`config.mk`:
```
export PLATFORM = sky130hd
export DESIGN_NAME = cssc_fifo
export DESIGN_NICKNAME = d
export VERILOG_FILES = /design/src/hw/rtl/cssc_pkg.sv /design/src/hw/rtl/cssc_fifo.sv
export VERILOG_INCLUDE_DIRS = /design/src /design/src/hw/rtl
export SDC_FILE = /design/constraint.sdc
export NUM_CORES = 1
export LEC_CHECK = 0
export CORE_MARGIN = 2
export CORE_UTILIZATION = 49
export DETAILED_ROUTE_END_ITERATION = 16
export DONT_BUFFER_PORTS = 1
export SLEW_MARGIN = 20
export SYNTH_ARGS = -nofsm -noshare
export SYNTH_HDL_FRONTEND = slang
export SYNTH_SLANG_ARGS = --single-unit
```
`constraint.sdc`:
```
create_clock -name clk -period 1.89 [get_ports clk]
set_input_delay 0.189 -clock clk [delete_from_list [all_inputs] [get_ports clk]]
set_output_delay 0.189 -clock clk [all_outputs]
set_load 0.05 [all_outputs]
```
`src/hw/rtl/cigar_site_support_counter_top_macros.svh`:
```
// ----------------------------------------------------------------------------
// Assertion macros for the site support counter
// Property wrappers, clocked on clk and disabled while rst_n is low.
// ----------------------------------------------------------------------------
`ifndef CIGAR_SITE_SUPPORT_COUNTER_TOP_MACROS_SVH
`define CIGAR_SITE_SUPPORT_COUNTER_TOP_MACROS_SVH

// same-cycle implication
`define CSSC_ASSERT_SAME(label, clk, rst_n, ante, cons) \
  label: assert property (@(posedge clk) disable iff (!rst_n) (ante) |-> (cons)) \
    else $error("cssc assertion failed");

// next-cycle implication
`define CSSC_ASSERT_NEXT(label, clk, rst_n, ante, cons) \
  label: assert property (@(posedge clk) disable iff (!rst_n) (ante) |=> (cons)) \
    else $error("cssc assertion failed");

`endif

```
`src/hw/rtl/cssc_pkg.sv`:
```
// ----------------------------------------------------------------------------
// cssc_pkg
// Types, codes and sizes shared by the site support counter modules.
// ----------------------------------------------------------------------------
package cssc_pkg;

  localparam int SEQ_BYTES   = 512;
  localparam int SEQ_AW      = $clog2(SEQ_BYTES);
  localparam int QRY_W       = SEQ_AW + 1;
  localparam int QUEUE_DEPTH = 4;
  localparam int CFG_W       = 31;
  localparam int CFG_IDX_W   = 3;
  localparam int CNT_W       = 32;

  typedef enum logic [0:0] {
    OPN_SEQ   = 1'b0,
    OPN_CIGAR = 1'b1
  } opn_t;

  typedef enum logic [3:0] {
    CIG_M = 4'd0,
    CIG_I = 4'd1,
    CIG_D = 4'd2,
    CIG_N = 4'd3,
    CIG_S = 4'd4,
    CIG_H = 4'd5,
    CIG_P = 4'd6,
    CIG_E = 4'd7,
    CIG_X = 4'd8
  } cigar_op_t;

  typedef enum logic [CFG_IDX_W-1:0] {
    CFG_DETECT_MODE = 3'd0,
    CFG_TARGET_POS  = 3'd1,
    CFG_TARGET_END  = 3'd2,
    CFG_DEL_LEN     = 3'd3,
    CFG_ALT_BASE    = 3'd4,
    CFG_REF_LEN     = 3'd5
  } cfg_idx_t;

  typedef enum logic [2:0] {
    EV_NONE  = 3'd0,
    EV_WRITE = 3'd1,
    EV_REF   = 3'd2,
    EV_ALT   = 3'd3,
    EV_LOOK  = 3'd4
  } ev_kind_t;

  typedef struct packed {
    logic        detect_mode;
    logic [30:0] target_position;
    logic [30:0] target_end;
    logic [27:0] deletion_length;
    logic [3:0]  alt_base;
    logic [30:0] reference_length;
  } cfg_t;

  typedef struct packed {
    logic        operation;
    logic [8:0]  seq_offset;
    logic [7:0]  seq_byte;
    logic [30:0] read_position;
    logic [3:0]  cigar_code;
    logic [27:0] cigar_length;
    logic        first_op;
    logic        last_op;
  } req_t;

  typedef struct packed {
    ev_kind_t          kind;
    logic [SEQ_AW-1:0] addr;
    logic [7:0]        data;
    logic              nib_lo;
    logic              last;
  } event_t;

endpackage

```
`src/hw/rtl/cssc_fifo.sv`:
```
// ----------------------------------------------------------------------------
// cssc_fifo
// Short event queue between the walker and the counting side.
// ----------------------------------------------------------------------------
`include "cigar_site_support_counter_top_macros.svh"

module cssc_fifo #(
  parameter int DEPTH = cssc_pkg::QUEUE_DEPTH
) (
  input  logic             clk,
  input  logic             rst_n,
  input  logic             push,
  input  cssc_pkg::event_t push_ev,
  output logic             full,
  output logic             head_valid,
  output cssc_pkg::event_t head_ev,
  input  logic             pop
);

  localparam int PTR_W = (DEPTH > 1) ? $clog2(DEPTH) : 1;
  localparam int CNT_W = $clog2(DEPTH + 1);

  cssc_pkg::event_t mem_r [DEPTH];
  logic [PTR_W-1:0] wr_ptr_r, wr_ptr_nxt;
  logic [PTR_W-1:0] rd_ptr_r, rd_ptr_nxt;
  logic [CNT_W-1:0] cnt_r, cnt_nxt;

  assign full       = (cnt_r == CNT_W'(DEPTH));
  assign head_valid = (cnt_r != '0);
  assign head_ev    = mem_r[rd_ptr_r];

  always_comb begin
    wr_ptr_nxt = wr_ptr_r;
    rd_ptr_nxt = rd_ptr_r;
    cnt_nxt    = cnt_r;
    if (push) begin
      wr_ptr_nxt = (wr_ptr_r == PTR_W'(DEPTH - 1)) ? '0 : wr_ptr_r + 1'b1;
    end
    if (pop) begin
      rd_ptr_nxt = (rd_ptr_r == PTR_W'(DEPTH - 1)) ? '0 : rd_ptr_r + 1'b1;
    end
    if (push && !pop) begin
      cnt_nxt = cnt_r + 1'b1;
    end else if (pop && !push) begin
      cnt_nxt = cnt_r - 1'b1;
    end
  end

  always_ff @(posedge clk) begin
    if (!rst_n) begin
      wr_ptr_r <= '0;
      rd_ptr_r <= '0;
      cnt_r    <= '0;
    end else begin
      wr_ptr_r <= wr_ptr_nxt;
      rd_ptr_r <= rd_ptr_nxt;
      cnt_r    <= cnt_nxt;
    end
  end

  always_ff @(posedge clk) begin
    if (push) begin
      mem_r[wr_ptr_r] <= push_ev;
    end
  end

  `CSSC_ASSERT_SAME(a_no_push_full, clk, rst_n, push, !full)
  `CSSC_ASSERT_SAME(a_no_pop_empty, clk, rst_n, pop, head_valid)
  `CSSC_ASSERT_NEXT(a_pop_drains, clk, rst_n, pop && !push, cnt_r == $past(cnt_r) - 1'b1)
  `CSSC_ASSERT_NEXT(a_push_fills, clk, rst_n, push && !pop, cnt_r == $past(cnt_r) + 1'b1)

endmodule

```
==> impl_metrics.env <==
export IMPL_drive_gt1_share_pct=26.2
export IMPL_wl_per_cell_um=18.8
export IMPL_clkPwrFrac_pct=27.7
export IMPL_setup_viol=0
export IMPL_synthTopCellsByArea="edfxtp_1, mux4_2, dfxtp_1"
export IMPL_post_route_cell_area_mm2=0.00431
export IMPL_grt_start_max_net_pins=19
export IMPL_synth_simple_area_share_pct=2.51
export IMPL_yosys_warnings=0
export IMPL_synthAdderAreaFrac_pct=2.61
export IMPL_cts_buffers=9
export IMPL_grtUsageMet2_pct=26.6
export IMPL_root_buffer="clkbuf_8"
export IMPL_synth_area_mm2=0.00364
export IMPL_synth_avg_cell_area_um2=23.0
export IMPL_synthDistinctLibCells=21
export IMPL_grt_pass1_vias=1789
export IMPL_synth_top_family_by_area="multiplexers"
export IMPL_crit_type="flip-flop to primary output"
export IMPL_ctsHtreeMaxLevel=3
export IMPL_layout_min_cycle_time_ns=1.84
export IMPL_worstReg2RegStart="cnt_r[0]"
export IMPL_status="complete, no violations"
export IMPL_top_usage_layer="met2"
export IMPL_end_kind="primary output"
export IMPL_die_w_um=90.2
export IMPL_antennaDiodeCount=0
export IMPL_fin_setup_tns_ns=0
export IMPL_ios=50
export IMPL_skew_ns=0.00968
export IMPL_post_cts_buffers=0
export IMPL_ir_drop_v=0.000682
export IMPL_r2r_slack_ns=0.35
export IMPL_finalPower_mw=4.37
export IMPL_use_met1_pct=18.1
export IMPL_area_growth_syn_to_layout_pct=18.6
export IMPL_seq_power_share_pct=57.0
export IMPL_cts_tree="done"
export IMPL_rsz0062_at_grt="yes"
export IMPL_r2r_end="cnt_r[2]"
export IMPL_dp_hpwl_um=3890
export IMPL_synth_top_area_cell="edfxtp_1"
export IMPL_drt_iter0_drc=87
export IMPL_syn_nets=191
export IMPL_synth_compound_area_share_pct=0.550
export IMPL_rr_worst_depth=4
export IMPL_io_buffers=0
export IMPL_vias_per_cell=5.20
export IMPL_cp_required_ns=1.70
export IMPL_gp_congestion=0.656
export IMPL_wl_um=5800
export IMPL_layout_nets=238
export IMPL_min_path_type="primary input to flip-flop"
export IMPL_gr_total_overflow=0
export IMPL_antenna_found_initial=0
export IMPL_cp_arrival_ns=1.65
export IMPL_crit_fanout=10
export IMPL_numClockSinks=97
export IMPL_internal_power_mw=3.17
export IMPL_yosysTopAreaCellShare_pct=72.7
export IMPL_swShare_pct=27.4
export IMPL_clk_pin_slew_ns=0.09
export IMPL_fin_crit_sh_pct=97.4
export IMPL_synth_seq_cells=97
export IMPL_postLayoutCoreUtil_pct=59.8
export IMPL_netlist_instances=158
export IMPL_coreArea_mm2=0.00721
export IMPL_start_util_pct=50.4
export IMPL_placementRows=31
export IMPL_grt_pass1_wl_um=9250
export IMPL_switchingPower_mw=1.20
export IMPL_drc=0
export IMPL_fmaxAchievable_mhz=543
export IMPL_die_h_um=90.2
export IMPL_synth_mux_area_fraction_pct=14.9
export IMPL_clk_latency_ns=0.35
export IMPL_leakagePower_nw=1.44
export IMPL_power_density_mw_per_mm2=1010
export IMPL_grt_usage_pct=15.3
export IMPL_clockBufferDepth=2
export IMPL_ant_nets=0
export IMPL_slew_limit_headroom_pct=69.1
export IMPL_met3_usage_pct=4.95
export IMPL_dpl_cell_area_mm2=0.00389
export IMPL_setup_worst_path_start_class="flip-flop"
export IMPL_combPwrFrac_pct=15.3
export IMPL_finalHoldViolations=0
export IMPL_crit_end="head_ev[8]"
export IMPL_route_vias_total=1606
export IMPL_dieArea_mm2=0.00813
export IMPL_drt_first_pass_iters=4
export IMPL_yosys_area_share_xor_xnor_pct=0.482
export IMPL_worst_pin_slew_ns=0.465
export IMPL_slew_viol_final=0
export IMPL_yosysSeqAreaShare_pct=77.6
export IMPL_maxCapViolCount=0
## Yosys cell counts
master    instances
edfxtp_1         88
mux4_2           20
dfxtp_1           9
ha_1              6
and2_1            5
nor2b_1           5
inv_1             4
mux2i_1           4
buf_2             2
buf_6             2
mux4_1            2
or3_1             2
a21boi_0          1
fa_1              1
nor2_1            1
nor3_1            1
nor3b_1           1
o21a_1            1
o21ai_0           1
xnor2_1           1
xor2_1            1
## through the flow
| step | hold WS, ns | std cells | worst slack [ns] |
|---|---|---|---|
| 2_1_floorplan | 0.288 | 158 | 0.203 |
| 3_5_place_dp | 0.288 | 270 | 0.267 |
| 5_1_grt | 0.0375 | 309 | -0.0138 |
| 4_1_cts | 0.0340 | 309 | 0.00458 |
| 3_3_place_gp | 0.288 | 270 | 0.360 |
| 6_report | 0.0381 | 309 | 0.0493 |
## registers in the layout (all words and copies together) (netlist names), named ones only
register	cells
mem_r	88
rd_ptr_r	2
wr_ptr_r	2
cnt_r	3
## worst min-delay path by stage
| stage | startpoint | end | slack, ns | depth (start not counted) |
|---|---|---|---|---|
| 4_1_cts | push | wr_ptr_r[1] | 0.03 | 2 |
| 6_report | push | wr_ptr_r[1] | 0.04 | 2 |
| 2_1_floorplan | push_ev[0] | mem_r[0][0] | 0.29 | 0 |
| 3_3_place_gp | push_ev[1] | mem_r[2][1] | 0.29 | 0 |
| 3_5_place_dp | push_ev[6] | mem_r[0][6] | 0.29 | 0 |
| 5_1_grt | push | wr_ptr_r[1] | 0.04 | 2 |
## per-layer routing
layer  routed length [µm]  vias up
li1                     -      741
met1                 2450      809
met2                 2940       48
met3                  319        8
met4                   85        0
met5                    0        -
## area by class of cell
class	instances	area [µm²]
multi-input combinational	53	772
timing repair buffer	40	394
inverter	4	15.0
clock buffer	9	124
clock inverter	7	60.1
tap	99	124
fill	549	2900
sequential	97	2820
## placed cells by master (no fill, tap or decap), types with 2 or more instances in the layout
| cell type | n |
|---|---|
| and2_1 | 5 |
| buf_12 | 2 |
| buf_4 | 13 |
| clkbuf_8 | 9 |
| clkinv_4 | 3 |
| dfxtp_1 | 8 |
| dlygate4sd3_1 | 23 |
| edfxtp_1 | 88 |
| ha_1 | 6 |
| inv_1 | 4 |
| inv_6 | 3 |
| mux2i_1 | 4 |
| mux4_1 | 2 |
| mux4_2 | 20 |
| nor2b_1 | 5 |
| or3_1 | 2 |
## kinds of logic after synthesis
logic type | count (synthesis)
muxes | 26
buffers and inverters | 8
adders and majority gates | 7
AOI/OAI and AO/OA | 3
and+or+nand+nor | 15
DFF | 97
xor gates and xnor gates | 2
## critical path: stages (launching register included)
cell	delay (ns)
dfxtp_2	0.40
buf_8	0.18
mux4_2	0.55
buf_12	0.17
## power groups by stage
stage	sequential [mW]	clock (mW)	combinational [mW]
final	2.49	1.21	0.667
after global routing	2.50	1.34	0.707
after CTS	2.49	1.25	0.676
after detailed placement	2.54	0	0.614
after global placement	2.53	0	0.602
after floorplan	2.53	0	0.497
## what timing repair did
item	CTS	global route
resized for setup	2	1
hold buffers	23	0
hold endpoints to repair	97	0
setup endpoints to repair	19	4
No activity file was read; power rests on OpenSTA's default activity.
