## config.mk

```make
export PLATFORM = sky130hd
export DESIGN_NAME = cssc_back
export DESIGN_NICKNAME = d
export VERILOG_FILES = /design/src/hw/rtl/cigar_site_support_counter_top_macros.svh /design/src/hw/rtl/cssc_pkg.sv /design/src/hw/rtl/cssc_ram.sv /design/src/hw/rtl/cssc_back.sv
export SDC_FILE = /design/constraint.sdc
export NUM_CORES = 2
export LEC_CHECK = 0
export BUFFER_PORTS_ARGS = -buffer_cell sky130_fd_sc_hd__buf_4
export CAP_MARGIN = 10
export CORE_UTILIZATION = 45
export DETAILED_ROUTE_END_ITERATION = 8
export PLACE_DENSITY = 0.63
export SKIP_LAST_GASP = 1
export SLEW_MARGIN = 30
export SYNTH_ARGS = -nofsm -noshare
export SYNTH_HDL_FRONTEND = slang
export SYNTH_HIERARCHICAL = 1
export SYNTH_SLANG_ARGS = --single-unit
```

## constraint.sdc

```tcl
create_clock -name clk -period 8.1 [get_ports clk]
set_input_delay 0.81 -clock clk [delete_from_list [all_inputs] [get_ports clk]]
set_output_delay 0.81 -clock clk [all_outputs]
set_load 0.005 [all_outputs]
```

## src/hw/rtl/cigar_site_support_counter_top_macros.svh

```systemverilog
// ----------------------------------------------------------------------------
// Assertion macros for the site support counter
// Property wrappers, clocked on clk and disabled while rst_n is low.
// ----------------------------------------------------------------------------
`ifndef CIGAR_SITE_SUPPORT_COUNTER_TOP_MACROS_SVH
`define CIGAR_SITE_SUPPORT_COUNTER_TOP_MACROS_SVH

// same-cycle implication
`define CSSC_ASSERT_SAME(label, clk, rst_n, ante, cons) \
  label: assert property (@(posedge clk) disable iff (!rst_n) (ante) |-> (cons)) \
    else $error("cssc assertion failed");

// next-cycle implication
`define CSSC_ASSERT_NEXT(label, clk, rst_n, ante, cons) \
  label: assert property (@(posedge clk) disable iff (!rst_n) (ante) |=> (cons)) \
    else $error("cssc assertion failed");

`endif

```

## src/hw/rtl/cssc_pkg.sv

```systemverilog
// ----------------------------------------------------------------------------
// cssc_pkg
// Types, codes and sizes shared by the site support counter modules.
// ----------------------------------------------------------------------------
package cssc_pkg;

  localparam int SEQ_BYTES   = 512;
  localparam int SEQ_AW      = $clog2(SEQ_BYTES);
  localparam int QRY_W       = SEQ_AW + 1;
  localparam int QUEUE_DEPTH = 4;
  localparam int CFG_W       = 31;
  localparam int CFG_IDX_W   = 3;
  localparam int CNT_W       = 32;

  typedef enum logic [0:0] {
    OPN_SEQ   = 1'b0,
    OPN_CIGAR = 1'b1
  } opn_t;

  typedef enum logic [3:0] {
    CIG_M = 4'd0,
    CIG_I = 4'd1,
    CIG_D = 4'd2,
    CIG_N = 4'd3,
    CIG_S = 4'd4,
    CIG_H = 4'd5,
    CIG_P = 4'd6,
    CIG_E = 4'd7,
    CIG_X = 4'd8
  } cigar_op_t;

  typedef enum logic [CFG_IDX_W-1:0] {
    CFG_DETECT_MODE = 3'd0,
    CFG_TARGET_POS  = 3'd1,
    CFG_TARGET_END  = 3'd2,
    CFG_DEL_LEN     = 3'd3,
    CFG_ALT_BASE    = 3'd4,
    CFG_REF_LEN     = 3'd5
  } cfg_idx_t;

  typedef enum logic [2:0] {
    EV_NONE  = 3'd0,
    EV_WRITE = 3'd1,
    EV_REF   = 3'd2,
    EV_ALT   = 3'd3,
    EV_LOOK  = 3'd4
  } ev_kind_t;

  typedef struct packed {
    logic        detect_mode;
    logic [30:0] target_position;
    logic [30:0] target_end;
    logic [27:0] deletion_length;
    logic [3:0]  alt_base;
    logic [30:0] reference_length;
  } cfg_t;

  typedef struct packed {
    logic        operation;
    logic [8:0]  seq_offset;
    logic [7:0]  seq_byte;
    logic [30:0] read_position;
    logic [3:0]  cigar_code;
    logic [27:0] cigar_length;
    logic        first_op;
    logic        last_op;
  } req_t;

  typedef struct packed {
    ev_kind_t          kind;
    logic [SEQ_AW-1:0] addr;
    logic [7:0]        data;
    logic              nib_lo;
    logic              last;
  } event_t;

endpackage

```

## src/hw/rtl/cssc_ram.sv

```systemverilog
// ----------------------------------------------------------------------------
// cssc_ram
// Generic single-write, single-read RAM with registered read data.
// ----------------------------------------------------------------------------
module cssc_ram #(
  parameter int WIDTH = 8,
  parameter int DEPTH = 512
) (
  input  logic                     clk,
  input  logic                     we,
  input  logic [$clog2(DEPTH)-1:0] waddr,
  input  logic [WIDTH-1:0]         wdata,
  input  logic                     re,
  input  logic [$clog2(DEPTH)-1:0] raddr,
  output logic [WIDTH-1:0]         rdata
);

  logic [WIDTH-1:0] mem_r [DEPTH];
  logic [WIDTH-1:0] rdata_r;

  always_ff @(posedge clk) begin
    if (we) begin
      mem_r[waddr] <= wdata;
    end
    if (re) begin
      rdata_r <= mem_r[raddr];
    end
  end

  assign rdata = rdata_r;

endmodule

```

## src/hw/rtl/cssc_back.sv

```systemverilog
// ----------------------------------------------------------------------------
// cssc_back
// Counting side: performs store writes and base lookups, keeps the
// saturating support counts and holds the result register.
// ----------------------------------------------------------------------------
module cssc_back (
  input  logic                        clk,
  input  logic                        rst_n,
  input  logic [3:0]                  alt_base,
  input  logic                        head_valid,
  input  cssc_pkg::event_t            head_ev,
  output logic                        pop,
  output logic                        out_valid,
  input  logic                        out_stall,
  output logic [cssc_pkg::CNT_W-1:0]  out_ref_count,
  output logic [cssc_pkg::CNT_W-1:0]  out_alt_count
);

  localparam int CW = cssc_pkg::CNT_W;

  logic               s2_v_r, s2_v_nxt;
  cssc_pkg::ev_kind_t s2_kind_r;
  logic               s2_nib_r;
  logic               s2_last_r;
  logic               s2_ready;
  logic               s2_fire;
  logic [7:0]         rdata;
  logic [3:0]         base;
  logic               inc_ref;
  logic               inc_alt;
  logic [CW-1:0]      ref_cnt_r, ref_cnt_nxt;
  logic [CW-1:0]      alt_cnt_r, alt_cnt_nxt;
  logic               out_v_r, out_v_nxt;
  logic [CW-1:0]      out_ref_r;
  logic [CW-1:0]      out_alt_r;
  logic               load_out;

  assign s2_ready = !s2_v_r || !(s2_last_r && out_v_r && out_stall);
  assign pop      = head_valid && s2_ready;
  assign s2_fire  = s2_v_r && s2_ready;

  cssc_ram #(
    .WIDTH (8),
    .DEPTH (cssc_pkg::SEQ_BYTES)
  ) u_store (
    .clk   (clk),
    .we    (pop && (head_ev.kind == cssc_pkg::EV_WRITE)),
    .waddr (head_ev.addr),
    .wdata (head_ev.data),
    .re    (pop && (head_ev.kind == cssc_pkg::EV_LOOK)),
    .raddr (head_ev.addr),
    .rdata (rdata)
  );

  always_comb begin
    base    = s2_nib_r ? rdata[3:0] : rdata[7:4];
    inc_ref = (s2_kind_r == cssc_pkg::EV_REF) ||
              ((s2_kind_r == cssc_pkg::EV_LOOK) && (base != alt_base));
    inc_alt = (s2_kind_r == cssc_pkg::EV_ALT) ||
              ((s2_kind_r == cssc_pkg::EV_LOOK) && (base == alt_base));

    ref_cnt_nxt = ref_cnt_r;
    alt_cnt_nxt = alt_cnt_r;
    if (s2_fire && inc_ref && (ref_cnt_r != '1)) begin
      ref_cnt_nxt = ref_cnt_r + 1'b1;
    end
    if (s2_fire && inc_alt && (alt_cnt_r != '1)) begin
      alt_cnt_nxt = alt_cnt_r + 1'b1;
    end

    load_out = s2_fire && s2_last_r;
    if (load_out) begin
      out_v_nxt = 1'b1;
    end else if (out_v_r && !out_stall) begin
      out_v_nxt = 1'b0;
    end else begin
      out_v_nxt = out_v_r;
    end

    if (pop) begin
      s2_v_nxt = 1'b1;
    end else if (s2_fire) begin
      s2_v_nxt = 1'b0;
    end else begin
      s2_v_nxt = s2_v_r;
    end
  end

  always_ff @(posedge clk) begin
    if (!rst_n) begin
      s2_v_r    <= 1'b0;
      ref_cnt_r <= '0;
      alt_cnt_r <= '0;
      out_v_r   <= 1'b0;
    end else begin
      s2_v_r    <= s2_v_nxt;
      ref_cnt_r <= ref_cnt_nxt;
      alt_cnt_r <= alt_cnt_nxt;
      out_v_r   <= out_v_nxt;
    end
  end

  always_ff @(posedge clk) begin
    if (pop) begin
      s2_kind_r <= head_ev.kind;
      s2_nib_r  <= head_ev.nib_lo;
      s2_last_r <= head_ev.last;
    end
    if (load_out) begin
      out_ref_r <= ref_cnt_nxt;
      out_alt_r <= alt_cnt_nxt;
    end
  end

  assign out_valid     = out_v_r;
  assign out_ref_count = out_ref_r;
  assign out_alt_count = out_alt_r;

endmodule

```

==> flow_summary_export.csv <==
group,metric,value,unit
placement,dp_slack,2310,ps
grt,gr-total-overflow,0,
timing,hold_viol_final,0,
logic_synthesis,synth_area_leaders,"edfxtp_1, mux4_2, mux2i_1, o221ai_1, nor2_1",
timing,finalWorstPathRequiredPeriod,4770,ps
grt,antenna_found_initial,22,
logic_synthesis,syn_avg_cell_area,19.4,um2
cts,hold_buffers,6,
die,die_h,609,um
die,dieArea,371000,um2
cts,clk_pin_slew,60,ps
logic_synthesis,synth.yosys.seq_area_share,76.3,%
timing,maxSlewViolCount,0,
logic_synthesis,yosysMostFrequentCell,"edfxtp_1",
route,drt-total-wl,428000,um
route,drt_first_pass_iters,6,
logic_synthesis,ys_ff_latch,4239,
job,drv_cap,0,
die,start_util,45.3,%
run_status,status,"finished, final reports clean",
critical_path,end_kind,"flop",
timing,slew_headroom,27.8,%
cts,cts-root-buf,"clkbuf_16",
timing,post-route-period-util,58.8,%
cts,clock_latency,970,ps
route,vias_per_cell,6.20,
cells_and_area,fillCellCount,28700,
critical_path,arrival,5580,ps
grt,grt_max_degree,201,
die,coreArea,366000,um2
critical_path,path_max_fanout,93,
logic_synthesis,syn_nets,8606,
critical_path,reg2reg_slack,3550,ps
cts,cts_buffers,420,
cts,clkSinkCount,4239,
timing,tightest_slew,1050,ps
timing,grt_setup_unrepaired,"false",
placement,io_buffers,95,
power,peakVddDrop,0.000173,V
cells_and_area,finalNetCount,8752,
logic_synthesis,syn_area,166000,um2
logic_synthesis,async_flop_share,0,%
cells_and_area,syn_to_final_growth,11.8,%
logic_synthesis,synth_commonest_cells,"edfxtp_1, mux2i_1, mux4_2, nor2_1, o221ai_1",
die,die_x,609,um
logic_synthesis,ys_types,74,
cts,postCtsSetupBuffers,0,
timing,max_clock_freq,0.210,GHz
critical_path,start_kind,"input pin",
placement,place_congestion,0.881,
placement,place_hpwl,256000,um
cts,ctsResizeCount,0,
die,pin_count,96,
critical_path,rr_endpoint,"u_store/mem_r[171][0]",
timing,finClkSkew,55.1,ps
cts,cts.path.max_buffers,4,
route,vias,86200,
cells_and_area,drive_gt1_share,17.6,%
route,wl_per_cell,30.8,um
logic_synthesis,yosysTopAreaCell,"edfxtp_1",
route,drtAntennaViolNets,0,
logic_synthesis,synth_flop_cell,"edfxtp_1",
worst_hold_path,hold_path_depth,3,
route,drc,0,
critical_path,r2r-start,"s2_last_r",
cells_and_area,post-route-util,50.7,%
timing,tns,0,ps
logic_synthesis,yosys_warnings,6,
critical_path,crit_required,8920,ps
grt,grt_pass1_vias,84900,
grt,track_usage,22.6,%
power,power_density,245,nW/um2
critical_path,crit_end,"u_store/rdata[3]",
critical_path,crit_type,"in -> reg",
critical_path,critPathLaunch,"head_ev[10]",
cts,cts_tree,"yes",
route,drt_iter0_markers,10700,
power,leakage,58.5,nW
logic_synthesis,synth_top_area_share,75.5,%
logic_synthesis,synthCells,8574,
critical_path,ff2ff_path_depth,9,
timing,setup_viol,0,
grt,grt_pass1_wl,615000,um
die,rows,222,
timing,worst_slack,3330,ps
cts,htreeDepth,5,
worst_hold_path,hold_path.class,"in -> reg",
logic_synthesis,synth_edf_count,4173,
[metal layers]
layer,vias to the layer above,GRT usage [%],part of all wire [%]
met1,45400,31.9,40
met5,-,0,0.0098
met2,4341,36.3,48
met4,6,6.91,3.2
li1,35800,-,-
met3,711,3.76,8.9
[critical path: stages]
cell and delay [ps]:
buf_16 420, buf_12 580, buf_4 570, mux2i_1 180, o221ai_1 360, a21oi_1 190
nor4_1 700, nand4_1 430, nor4_2 730, buf_6 240, o2111a_1 190
[how the worst min path moves through the flow]
stage                     to  slack [ps]           from
6_report           out_valid         190      out_stall
5_1_grt            out_valid         200      out_stall
4_1_cts            out_valid         110      out_stall
3_5_place_dp   ref_cnt_r[13]         480  ref_cnt_r[13]
3_3_place_gp   ref_cnt_r[13]         460  ref_cnt_r[13]
2_1_floorplan  ref_cnt_r[13]         450  ref_cnt_r[13]
[sequential cells by signal (all words and copies together) (netlist names)]
name	cells
alt_cnt_r	32
out_alt_count	32
out_ref_count	32
out_valid	1
ref_cnt_r	32
s2_kind_r	3
s2_last_r	1
s2_nib_r	1
s2_v_r	1
u_store/mem_r	4096
u_store/rdata	8
[layout make-up]
class | count | area, um2 | share of cell area (%)
antenna | 6 | 15.0 | 0.00809
inverter | 11 | 48.8 | 0.0263
clock buffer | 509 | 11000 | 5.92
timing repair buffer | 257 | 2600 | 1.40
multi-input combinational | 3791 | 36700 | 19.8
clock inverter | 268 | 2590 | 1.39
sequential | 4239 | 127000 | 68.2
tap | 4816 | 6030 | 3.25
[placed cells by master, fill, tap and decap left out, types with 35 or more instances in the layout]
cell       netlist  final
edfxtp_1      4173   4173
mux2i_1        825    825
mux4_2         654    654
nor2_1         607    598
clkbuf_16        0    425
o221ai_1       371    371
a21oi_1        215    215
buf_4           70    193
nand2_1        179    164
o22ai_1        163    163
o21ai_0        130    123
nor3_1         116    113
clkinv_1         1     94
clkinv_2         0     94
clkbuf_1       281     80
dfxtp_1         66     66
nand3_1         65     61
a22oi_1         61     61
bufinv_16        0     45
and2_1          46     44
nand4_1         42     42
buf_12           5     35
[per-stage QoR]
step | instance area, um2 | std cells | hold slack (ps) | total power (W)
global placement | 172000 | 13100 | 463 | 0.0266
floorplan | 166000 | 8574 | 448 | 0.0257
detailed placement | 172000 | 13100 | 478 | 0.0266
finish | 186000 | 13900 | 194 | 0.0455
global route | 186000 | 13900 | 201 | 0.0466
CTS | 185000 | 13900 | 114 | 0.0458
[cells by family (layout without fill, tap and decap cells)]
family | count (synthesis) | after routing | synth area share (%)
DFF | 4239 | 4239 | 76.3
muxes | 1481 | 1481 | 13.9
and+or+nand+nor | 1220 | 1220 | 3.35
AOI/OAI and AO/OA | 1040 | 1040 | 4.41
buffers and inverters | 544 | 1045 | 1.85
xor gates and xnor gates | 48 | 48 | 0.253
adders and majority gates | 2 | 2 | 0.0151
other | 0 | 6 | 0
[power by group]
| part | internal (W) | switching (W) | leakage [nW] |
|---|---|---|---|
| clock network | 0.0111 | 0.00821 | 6.65 |
| logic | 0.000661 | 0.00142 | 13.9 |
| registers | 0.0241 | 0.0000102 | 38.0 |
No activity file was read; power rests on OpenSTA's default activity.
