===== src/hw/rtl/cigar_site_support_counter_top_macros.svh =====
// ----------------------------------------------------------------------------
// Assertion macros for the site support counter
// Property wrappers, clocked on clk and disabled while rst_n is low.
// ----------------------------------------------------------------------------
`ifndef CIGAR_SITE_SUPPORT_COUNTER_TOP_MACROS_SVH
`define CIGAR_SITE_SUPPORT_COUNTER_TOP_MACROS_SVH

// same-cycle implication
`define CSSC_ASSERT_SAME(label, clk, rst_n, ante, cons) \
  label: assert property (@(posedge clk) disable iff (!rst_n) (ante) |-> (cons)) \
    else $error("cssc assertion failed");

// next-cycle implication
`define CSSC_ASSERT_NEXT(label, clk, rst_n, ante, cons) \
  label: assert property (@(posedge clk) disable iff (!rst_n) (ante) |=> (cons)) \
    else $error("cssc assertion failed");

`endif


===== src/hw/rtl/cssc_pkg.sv =====
// ----------------------------------------------------------------------------
// cssc_pkg
// Types, codes and sizes shared by the site support counter modules.
// ----------------------------------------------------------------------------
package cssc_pkg;

  localparam int SEQ_BYTES   = 512;
  localparam int SEQ_AW      = $clog2(SEQ_BYTES);
  localparam int QRY_W       = SEQ_AW + 1;
  localparam int QUEUE_DEPTH = 4;
  localparam int CFG_W       = 31;
  localparam int CFG_IDX_W   = 3;
  localparam int CNT_W       = 32;

  typedef enum logic [0:0] {
    OPN_SEQ   = 1'b0,
    OPN_CIGAR = 1'b1
  } opn_t;

  typedef enum logic [3:0] {
    CIG_M = 4'd0,
    CIG_I = 4'd1,
    CIG_D = 4'd2,
    CIG_N = 4'd3,
    CIG_S = 4'd4,
    CIG_H = 4'd5,
    CIG_P = 4'd6,
    CIG_E = 4'd7,
    CIG_X = 4'd8
  } cigar_op_t;

  typedef enum logic [CFG_IDX_W-1:0] {
    CFG_DETECT_MODE = 3'd0,
    CFG_TARGET_POS  = 3'd1,
    CFG_TARGET_END  = 3'd2,
    CFG_DEL_LEN     = 3'd3,
    CFG_ALT_BASE    = 3'd4,
    CFG_REF_LEN     = 3'd5
  } cfg_idx_t;

  typedef enum logic [2:0] {
    EV_NONE  = 3'd0,
    EV_WRITE = 3'd1,
    EV_REF   = 3'd2,
    EV_ALT   = 3'd3,
    EV_LOOK  = 3'd4
  } ev_kind_t;

  typedef struct packed {
    logic        detect_mode;
    logic [30:0] target_position;
    logic [30:0] target_end;
    logic [27:0] deletion_length;
    logic [3:0]  alt_base;
    logic [30:0] reference_length;
  } cfg_t;

  typedef struct packed {
    logic        operation;
    logic [8:0]  seq_offset;
    logic [7:0]  seq_byte;
    logic [30:0] read_position;
    logic [3:0]  cigar_code;
    logic [27:0] cigar_length;
    logic        first_op;
    logic        last_op;
  } req_t;

  typedef struct packed {
    ev_kind_t          kind;
    logic [SEQ_AW-1:0] addr;
    logic [7:0]        data;
    logic              nib_lo;
    logic              last;
  } event_t;

endpackage


===== src/hw/rtl/cssc_front.sv =====
// ----------------------------------------------------------------------------
// cssc_front
// CIGAR walker: tracks reference and query cursors and classifies each
// request into a queue event for the counting side.
// ----------------------------------------------------------------------------
module cssc_front (
  input  logic             clk,
  input  logic             rst_n,
  input  cssc_pkg::cfg_t   cfg,
  input  logic             req_valid,
  input  cssc_pkg::req_t   req,
  input  logic             q_full,
  output logic             req_stall,
  output logic             push,
  output cssc_pkg::event_t push_ev
);

  localparam int QW = cssc_pkg::QRY_W;

  logic [31:0]   ref_cur_r, ref_cur_nxt;
  logic [QW-1:0] qry_r, qry_nxt;
  logic          anchor_r, anchor_nxt;
  logic          fin_r, fin_nxt;

  logic          accept;
  logic          is_cigar;
  logic [31:0]   pos;
  logic [QW-1:0] qc;
  logic          anc;
  logic          fin;
  logic [32:0]   sum_len;
  logic [32:0]   sum_dl;
  logic          pos_le_t;
  logic          t_lt_end;
  logic          t_lt_rl;
  logic          over;
  logic          pos_lt_rl;
  logic [31:0]   stop;
  logic [QW-1:0] run_q;
  logic          run_ge_dl;
  logic          stop_gt_te;
  logic [QW-1:0] diff;
  logic [QW-1:0] q_look;
  cssc_pkg::ev_kind_t kind;

  assign req_stall = q_full;
  assign accept    = req_valid && !q_full;
  assign is_cigar  = (cssc_pkg::opn_t'(req.operation) == cssc_pkg::OPN_CIGAR);

  always_comb begin
    pos = req.first_op ? {1'b0, req.read_position} : ref_cur_r;
    qc  = req.first_op ? '0 : qry_r;
    anc = req.first_op ? 1'b0 : anchor_r;
    fin = req.first_op ? 1'b0 : fin_r;

    sum_len    = {1'b0, pos} + {5'b0, req.cigar_length};
    sum_dl     = {1'b0, pos} + {5'b0, cfg.deletion_length};
    pos_le_t   = pos <= {1'b0, cfg.target_position};
    t_lt_end   = {2'b0, cfg.target_position} < sum_len;
    t_lt_rl    = cfg.target_position < cfg.reference_length;
    over       = sum_len > {2'b0, cfg.reference_length};
    pos_lt_rl  = pos < {1'b0, cfg.reference_length};
    stop       = over ? (pos_lt_rl ? {1'b0, cfg.reference_length} : pos) : sum_len[31:0];
    run_q      = over ? (pos_lt_rl ? (cfg.reference_length[QW-1:0] - pos[QW-1:0]) : '0)
                      : req.cigar_length[QW-1:0];
    run_ge_dl  = (req.cigar_length >= cfg.deletion_length) &&
                 ((cfg.deletion_length == '0) || (sum_dl <= {2'b0, cfg.reference_length}));
    stop_gt_te = (sum_len > {2'b0, cfg.target_end}) &&
                 ((pos > {1'b0, cfg.target_end}) ||
                  (cfg.reference_length > cfg.target_end));
    diff       = cfg.target_position[QW-1:0] - pos[QW-1:0];
    q_look     = qc + diff;

    ref_cur_nxt = pos;
    qry_nxt     = qc;
    anchor_nxt  = anc;
    fin_nxt     = fin;
    kind        = cssc_pkg::EV_NONE;

    if (!fin) begin
      case (cssc_pkg::cigar_op_t'(req.cigar_code))
        cssc_pkg::CIG_M: begin
          if (!cfg.detect_mode && pos_le_t && t_lt_end && t_lt_rl) begin
            kind    = cssc_pkg::EV_LOOK;
            qry_nxt = q_look;
            fin_nxt = 1'b1;
          end else begin
            if (cfg.detect_mode) begin
              if (pos_le_t && run_ge_dl) begin
                kind = cssc_pkg::EV_REF;
              end else if (pos_le_t) begin
                anchor_nxt = 1'b1;
              end else if (stop_gt_te && anc) begin
                kind = cssc_pkg::EV_REF;
              end
            end
            ref_cur_nxt = stop;
            qry_nxt     = qc + run_q;
          end
        end
        cssc_pkg::CIG_I, cssc_pkg::CIG_S: begin
          qry_nxt = qc + req.cigar_length[QW-1:0];
        end
        cssc_pkg::CIG_D: begin
          if (cfg.detect_mode && (pos == {1'b0, cfg.target_position}) &&
              (req.cigar_length == cfg.deletion_length)) begin
            kind = cssc_pkg::EV_ALT;
          end
          ref_cur_nxt = pos + {4'b0, req.cigar_length};
        end
        cssc_pkg::CIG_N: begin
          if (!cfg.detect_mode && pos_le_t && t_lt_end) begin
            kind    = cssc_pkg::EV_REF;
            fin_nxt = 1'b1;
          end else begin
            ref_cur_nxt = pos + {4'b0, req.cigar_length};
          end
        end
        default: begin
        end
      endcase
    end
  end

  always_ff @(posedge clk) begin
    if (!rst_n) begin
      ref_cur_r <= '0;
      qry_r     <= '0;
      anchor_r  <= 1'b0;
      fin_r     <= 1'b0;
    end else if (accept && is_cigar) begin
      ref_cur_r <= ref_cur_nxt;
      qry_r     <= qry_nxt;
      anchor_r  <= anchor_nxt;
      fin_r     <= fin_nxt;
    end
  end

  always_comb begin
    push           = accept;
    push_ev.kind   = is_cigar ? kind : cssc_pkg::EV_WRITE;
    push_ev.addr   = is_cigar ? q_look[QW-1:1] : req.seq_offset;
    push_ev.data   = req.seq_byte;
    push_ev.nib_lo = q_look[0];
    push_ev.last   = is_cigar && req.last_op;
  end

endmodule


===== config.mk =====
export PLATFORM = sky130hd
export DESIGN_NAME = cssc_front
export DESIGN_NICKNAME = d
export VERILOG_FILES = /design/src/hw/rtl/cigar_site_support_counter_top_macros.svh /design/src/hw/rtl/cssc_pkg.sv /design/src/hw/rtl/cssc_front.sv
export SDC_FILE = /design/constraint.sdc
export NUM_CORES = 1
export LEC_CHECK = 0
export BUFFER_PORTS_ARGS = -buffer_cell sky130_fd_sc_hd__buf_2
export CORE_MARGIN = 2
export CORE_UTILIZATION = 40
export CTS_BUF_LIST = sky130_fd_sc_hd__clkbuf_8
export CTS_CLUSTER_DIAMETER = 150
export DETAILED_ROUTE_END_ITERATION = 8
export REMOVE_ABC_BUFFERS = 1
export SYNTH_ARGS = -nofsm -noshare
export SYNTH_HDL_FRONTEND = slang
export SYNTH_SLANG_ARGS = --single-unit

===== constraint.sdc =====
create_clock -name clk -period 9.03 [get_ports clk]
set_input_delay 0.903 -clock clk [delete_from_list [all_inputs] [get_ports clk]]
set_output_delay 0.903 -clock clk [all_outputs]
set_load 0.01 [all_outputs]

==> impl_metrics.toml, run 1 <==
[run_status]
status = "complete, no violations"

[yosys]
ys.flop_type = "dfxtp_1"
synth_top_family_by_area = "adder cells"
synthesis.area_um2 = 15360
synth_most_common_cell = "ha_1"
synth-simple-area-share = 0.1669
synth_seq_area_share = 0.05733
synthCells = 1996
synth_seq_cells = 44
synthAdderAreaFrac = 0.3424
synth-compound-area-share = 0.2740
synth.area.top_cells = "ha_1, dfxtp_1, inv_1"
syn-mean-instance-area_um2 = 7.697
async_flop_share = 0
synthTopCellsByCount = "ha_1, inv_1, a21oi_1, nand2_1, o21ai_0"
synthXorXnorAreaFrac = 0.04903
synthDominantCellAreaShare = 0.3241
ys_types = 88
yosys_warnings = 0
synth_mux_area_frac = 0.03526
synth-edff-count = 0
synth.largest_area_cell = "ha_1"

[clocking]
htree_levels = 2
tritoncts = "yes"
clock_sinks = 44
clk_pin_slew_worst_paths_ns = 0.13
cts-resized-gates = 0
cts-root-buf = "clkbuf_8"
clockBufferDepth = 2
clock_latency_ns = 0.41
cts_hold_buf = 0
postCtsSetupBuffers = 0
cts_made_buffers = 5

[worst_setup_path]
timing.rr.start = "ref_cur_r[14]"
reg2reg_depth = 33
r2r-end = "qry_r[9]"
cp_max_fo = 27
cp-start-kind = "primary input"
crit_end = "push_ev[20]"
cp_data_arrival_time_ns = 7.58
crit_type = "primary input to output port"
rrSetupSlack_ns = 1.56
worstPathRequired_ns = 8.13
cp-end-kind = "output port"
worstSetupStartpoint = "req[1]"

[sta]
holdWs_ns = 0.5158
finalSetupTns_ns = 0
fin_worst_skew_ns = 0.01013
period_share = 0.9393
fin_crit_ns = 8.482
tightest_slew_ns = 1.237
finalSetupViolCount = 0
fmax_mhz = 117.9
hold_violations = 0
rsz0062_at_grt = "no"
slew_violations = 0
slew_headroom = 0.1537

[hold_path]
hold_path.class = "flop to flop"

[placed_design]
placed_cells = 2711
dpl-instance-area_um2 = 17150
hpwl_mm = 55.86
io_buffers = 216
gp_congestion = 0.9751

[floorplanning]
core-area_um2 = 37760
die_y_um = 200.0
rows = 71
die_area_um2 = 39990
die_x_um = 200.0
io_pins = 237
initial_core_util = 0.4069

[drt]
initialDrtViolationCount = 1235
via_per_inst = 6.139
final_antenna_net_count = 0
drcViolationCount = 0
first_pass_iters = 5
dr_total_vias = 16692
wl_mm = 66.68
wire_per_inst_um = 24.52

[layout]
instances_no_fill = 2719
area.sequential_um2 = 880.8
nets = 2832
syn2layout_area_growth_pct = 12.38
multiInputGateArea_um2 = 13330
nFillCells = 3871
postLayoutCellArea_um2 = 17270
antennaDiodeCount = 0
drive_above_1_share = 0.1549

[global_route]
gr-usage-all-layers = 0.3290
grt_pass1_vias = 16140
grt_max_degree = 53
met2_usage = 0.5608
grt.met1_usage = 0.4250
grt_pass1_wl_mm = 97.26
gr-max-usage-layer = "met2"
antenna_found_initial = 1
gr-usage-met3 = 0.04032
grt_overflow = 0

[pwr]
leakage_nw = 8.820
vdd_drop_max_v = 0.00006225
p_total_mw = 1.653
powerDensity_nw_per_um2 = 95.72

[run]
cap_violations = 0
-- sequential cells by signal, summed over array words and instances (netlist names) --
name and count:
ref_cur_r 32, qry_r 10, anchor_r 1, fin_r 1
-- worst max-delay path: stages --
cell and delay [ns]:
buf_2 0.33, buf_12 0.26, mux2_2 0.47, ha_1 0.26, fa_1 0.42, a21o_1 0.20
nand4_1 0.13, a21oi_1 0.11, a2111o_1 0.39, a21o_1 0.22, a21oi_1 0.45, o21ai_0 0.25
a21oi_1 0.23, xnor2_1 0.10, ha_1 0.30, and3_1 0.16, nand3_1 0.16, nor3_1 0.60
o221ai_1 0.44, a21oi_1 0.29, nor4_1 0.08, a31oi_1 0.32, o41ai_1 0.16, buf_4 0.17
buf_2 0.13
-- metrics by stage --
step	setup slack (ns)	utilization
after global routing	0.09698	0.4573
after global placement	0.5758	0.4542
after floorplan	1.791	-
after CTS	0.7293	0.4573
final	0.5484	0.4573
after detailed placement	0.5095	0.4542
-- worst min-delay path by stage --
stage | startpoint | to | depth (start not counted)
after floorplan | anchor_r | anchor_r | 1
after global placement | anchor_r | anchor_r | 1
after detailed placement | anchor_r | anchor_r | 1
after CTS | anchor_r | anchor_r | 1
after global routing | anchor_r | anchor_r | 1
final | anchor_r | anchor_r | 1
-- power breakdown --
group / switching (mW) / total, mW / internal [mW]
clock network: 0.125 / 0.209 / 0.0842
logic: 0.749 / 1.24 / 0.491
registers: 0.00331 / 0.204 / 0.200
total: 0.877 / 1.65 / 0.775
-- layer usage --
metal | vias up | share of wire
li1 | 7899 | -
met1 | 7990 | 0.44
met2 | 684 | 0.46
met3 | 117 | 0.066
met4 | 2 | 0.036
met5 | - | 0.00019
-- kinds of logic after synthesis --
logic type,after synthesis
XOR/XNOR,86
multiplexers,49
AND/OR/NAND/NOR,491
flip-flops,44
AO/OA/AOI/OAI,627
adder cells (fa/ha/maj),412
buffers and inverters,287
-- area by class of cell --
| class | instances | area share |
|---|---|---|
| Tap cell | 511 | 0.03703 |
| Clock inverter | 3 | 0.002754 |
| Inverter | 230 | 0.05000 |
| Timing Repair Buffer | 261 | 0.08290 |
| Multi-Input combinational cell | 1665 | 0.7723 |
| Sequential cell | 44 | 0.05102 |
| Clock buffer | 5 | 0.003986 |
-- placed cells by master, fill, tap and decap left out, types with 24 or more instances in the layout --
cell type | netlist | routed
a21o_1 | 78 | 78
nand4_1 | 54 | 54
dfxtp_1 | 44 | 44
buf_4 | 10 | 44
nor3_1 | 37 | 36
o21ai_0 | 97 | 97
buf_2 | 8 | 216
nand2_1 | 108 | 108
a41oi_1 | 27 | 27
inv_1 | 230 | 230
nand3_1 | 62 | 62
a31oi_1 | 31 | 31
nor2b_1 | 27 | 27
xnor2_1 | 64 | 64
nor2_1 | 86 | 86
o21a_1 | 24 | 24
ha_1 | 398 | 398
mux2_2 | 41 | 41
a21oi_1 | 160 | 160
o211ai_1 | 28 | 28
No activity file was read; power rests on OpenSTA's default activity.
==> run 2: changes to the inputs <==
--- a/config.mk
+++ b/config.mk
@@ -6,12 +6,16 @@
 export NUM_CORES = 1
 export LEC_CHECK = 0
 export BUFFER_PORTS_ARGS = -buffer_cell sky130_fd_sc_hd__buf_2
+export CELL_PAD_IN_SITES_DETAIL_PLACEMENT = 0
+export CELL_PAD_IN_SITES_GLOBAL_PLACEMENT = 2
 export CORE_MARGIN = 2
-export CORE_UTILIZATION = 40
+export CORE_UTILIZATION = 32
 export CTS_BUF_LIST = sky130_fd_sc_hd__clkbuf_8
 export CTS_CLUSTER_DIAMETER = 150
 export DETAILED_ROUTE_END_ITERATION = 8
+export PLACE_DENSITY_LB_ADDON = 0.1
 export REMOVE_ABC_BUFFERS = 1
+export SLEW_MARGIN = 25
 export SYNTH_ARGS = -nofsm -noshare
 export SYNTH_HDL_FRONTEND = slang
 export SYNTH_SLANG_ARGS = --single-unit
==> constraint.sdc (replaced) <==
create_clock -name clk -period 7.1 [get_ports clk]
set_input_delay 0.71 -clock clk [delete_from_list [all_inputs] [get_ports clk]]
set_output_delay 0.71 -clock clk [all_outputs]
set_load 0.01 [all_outputs]
==> run 2 against run 1 <==
Die area increased by 24%. Via count increased by 6.0%. First-iteration DRC count increased by 12%. Critical path type unchanged. Largest cell class unchanged.
==> impl_metrics.toml, run 2 (synthesis results as in run 1) <==
[layout]
nets = 3094
final_cell_mix = "ha_1, buf_4, inv_1, buf_2, a21oi_1"
reg_top3 = "ref_cur_r x32, qry_r x10"
largest_register_ffs = 32
antennaDiodeCount = 0
postLayoutCellArea_um2 = 19880
layout_commonest_cell = "ha_1"
top_register = "ref_cur_r"
postLayoutCoreUtil = 0.4182
drive_above_1_share = 0.2632
syn2layout_area_growth_pct = 29.41

[sta]
fin_worst_skew_ns = 0.01889
fin_crit_ns = 6.880
slew_violations = 0
finalSetupViolCount = 0
tightest_slew_ns = 1.098
period_share = 0.9690
fmax_mhz = 145.4
hold_violations = 0
slew_headroom = 0.2638

[floorplanning]
die_x_um = 223.1
die_y_um = 223.1
die_area_um2 = 49780
core-area_um2 = 47550
initial_core_util = 0.3231
io_pins = 237
rows = 80

[worst_setup_path]
slowest_delay_ns = 0.40
timing.rr.start = "ref_cur_r[3]"
cp-start-kind = "primary input"
worstPathRequired_ns = 6.39
crit_type = "primary input to output port"
slowest_stage = "fa_1"
cp_data_arrival_time_ns = 6.17
reg2reg_depth = 33
r2r-end = "qry_r[8]"
cp-end-kind = "output port"
cp_max_fo = 5
rrSetupSlack_ns = 0.63
crit_top_cell = "buf_4"

[clocking]
clk_pin_slew_worst_paths_ns = 0.13
clock_sinks = 44
clockBufferDepth = 2
clock_latency_ns = 0.41
tritoncts = "yes"
cts_made_buffers = 5
htree_levels = 2
cts_hold_buf = 0
cts-root-buf = "clkbuf_8"

[pwr]
internal_power_mw = 1.211
power.switching_mw = 1.247
pwr-share-clk = 0.112
powerDensity_nw_per_um2 = 123.6
netSwitchingFraction = 0.5073
leakage_nw = 10.24
power_frac_seq = 0.106
vdd_drop_max_v = 0.00007795
power_frac_comb = 0.783

[run]
cap_violations = 0

[drt]
first_pass_iters = 5
dr_total_vias = 17693
via_per_inst = 5.735
final_antenna_net_count = 0
initialDrtViolationCount = 1381
wire_per_inst_um = 26.44
drcViolationCount = 0
wl_mm = 81.56

[global_route]
grt_max_degree = 53
grt_pass1_wl_mm = 117.0
grt_pass1_vias = 17565
gr-usage-all-layers = 0.3217
antenna_found_initial = 2
grt_overflow = 0

[placed_design]
hpwl_mm = 69.18
gp_congestion = 0.9581
dpl-instance-area_um2 = 19210
io_buffers = 216

[run_status]
status = "complete, no violations"

[hold_path]
worstHoldEndpoint = "ref_cur_r[10]"
hold_path.class = "flop to flop"
min-delay-start = "ref_cur_r[10]"
min_path_cells = 2
==> run 2: changes by cell type in the layout (fill, tap and decap cells not counted), sizes merged <==
cell and change:
buf +261, clkbuf +2, clkinv -1
==> run 2: layout make-up <==
class	count	area, um^2
clock buffer	6	82.58
clock inverter	2	38.79
fill	5055	27660
inverter	230	863.3
multi-input combinational	1665	13690
sequential	44	880.8
tap	615	769.5
timing repair buffer	523	3553
==> run 2: worst max-delay path by stage <==
stage               startpoint           to  cells after the start
floorplan               req[1]     qry_r[8]                     31
global placement        req[1]     qry_r[8]                     36
detailed placement      req[1]     qry_r[9]                     34
CTS                     req[1]     qry_r[9]                     34
global route            req[1]     qry_r[8]                     36
finish                  req[1]  push_ev[21]                     29
==> run 2: metrics by stage <==
step           worst slack (ns)   TNS [ns]  total power, mW  std cells  hold WS (ns)
3_5_place_dp            -0.7393     -3.386            2.089       3058        0.4832
2_1_floorplan           0.05352          0            1.265       1939        0.4607
6_report                 0.2204          0            2.458       3085        0.5148
5_1_grt                -0.02824   -0.02824            2.648       3085        0.5323
4_1_cts               -0.006089  -0.007550            2.402       3072        0.5153
3_3_place_gp            -0.7820     -3.879            2.073       3058        0.4740
==> run 2: worst max-delay path, delay by kind of cell <==
family / cells / cell delay (ns)
AO/OA/AOI/OAI: 11 / 2.19
XOR/XNOR: 1 / 0.29
adder cells (fa/ha/maj): 3 / 0.88
buffers and inverters: 10 / 1.42
multiplexers: 1 / 0.26
AND/OR/NAND/NOR: 3 / 0.40
==> run 2: power groups by stage <==
stage / Combinational [mW] / Sequential, mW / Clock, mW
finish: 1.92 / 0.260 / 0.274
global route: 2.10 / 0.260 / 0.283
floorplan: 1.00 / 0.263 / 0
CTS: 1.86 / 0.259 / 0.282
global placement: 1.81 / 0.265 / 0
detailed placement: 1.82 / 0.265 / 0
==> run 2: layer usage <==
metal  up-vias  part of all wire  GRT usage  wire length, um
met5         -                 0          0                0
met1      8534              0.44     0.4159            35800
met2       642              0.48     0.5714            39280
met3       105             0.050    0.02792             4077
li1       8412                 -          -                -
met4         0             0.029    0.08617             2402
==> run 2: what timing repair did <==
| action | 4_1_cts | 5_1_grt |
|---|---|---|
| endpoints found under the hold margin | 0 | 0 |
| buffers inserted | 6 | 12 |
| resized for setup | 22 | 60 |
| endpoints found under the setup margin | 6 | 7 |
| pin swaps | 6 | 33 |
| gates cloned | 0 | 1 |
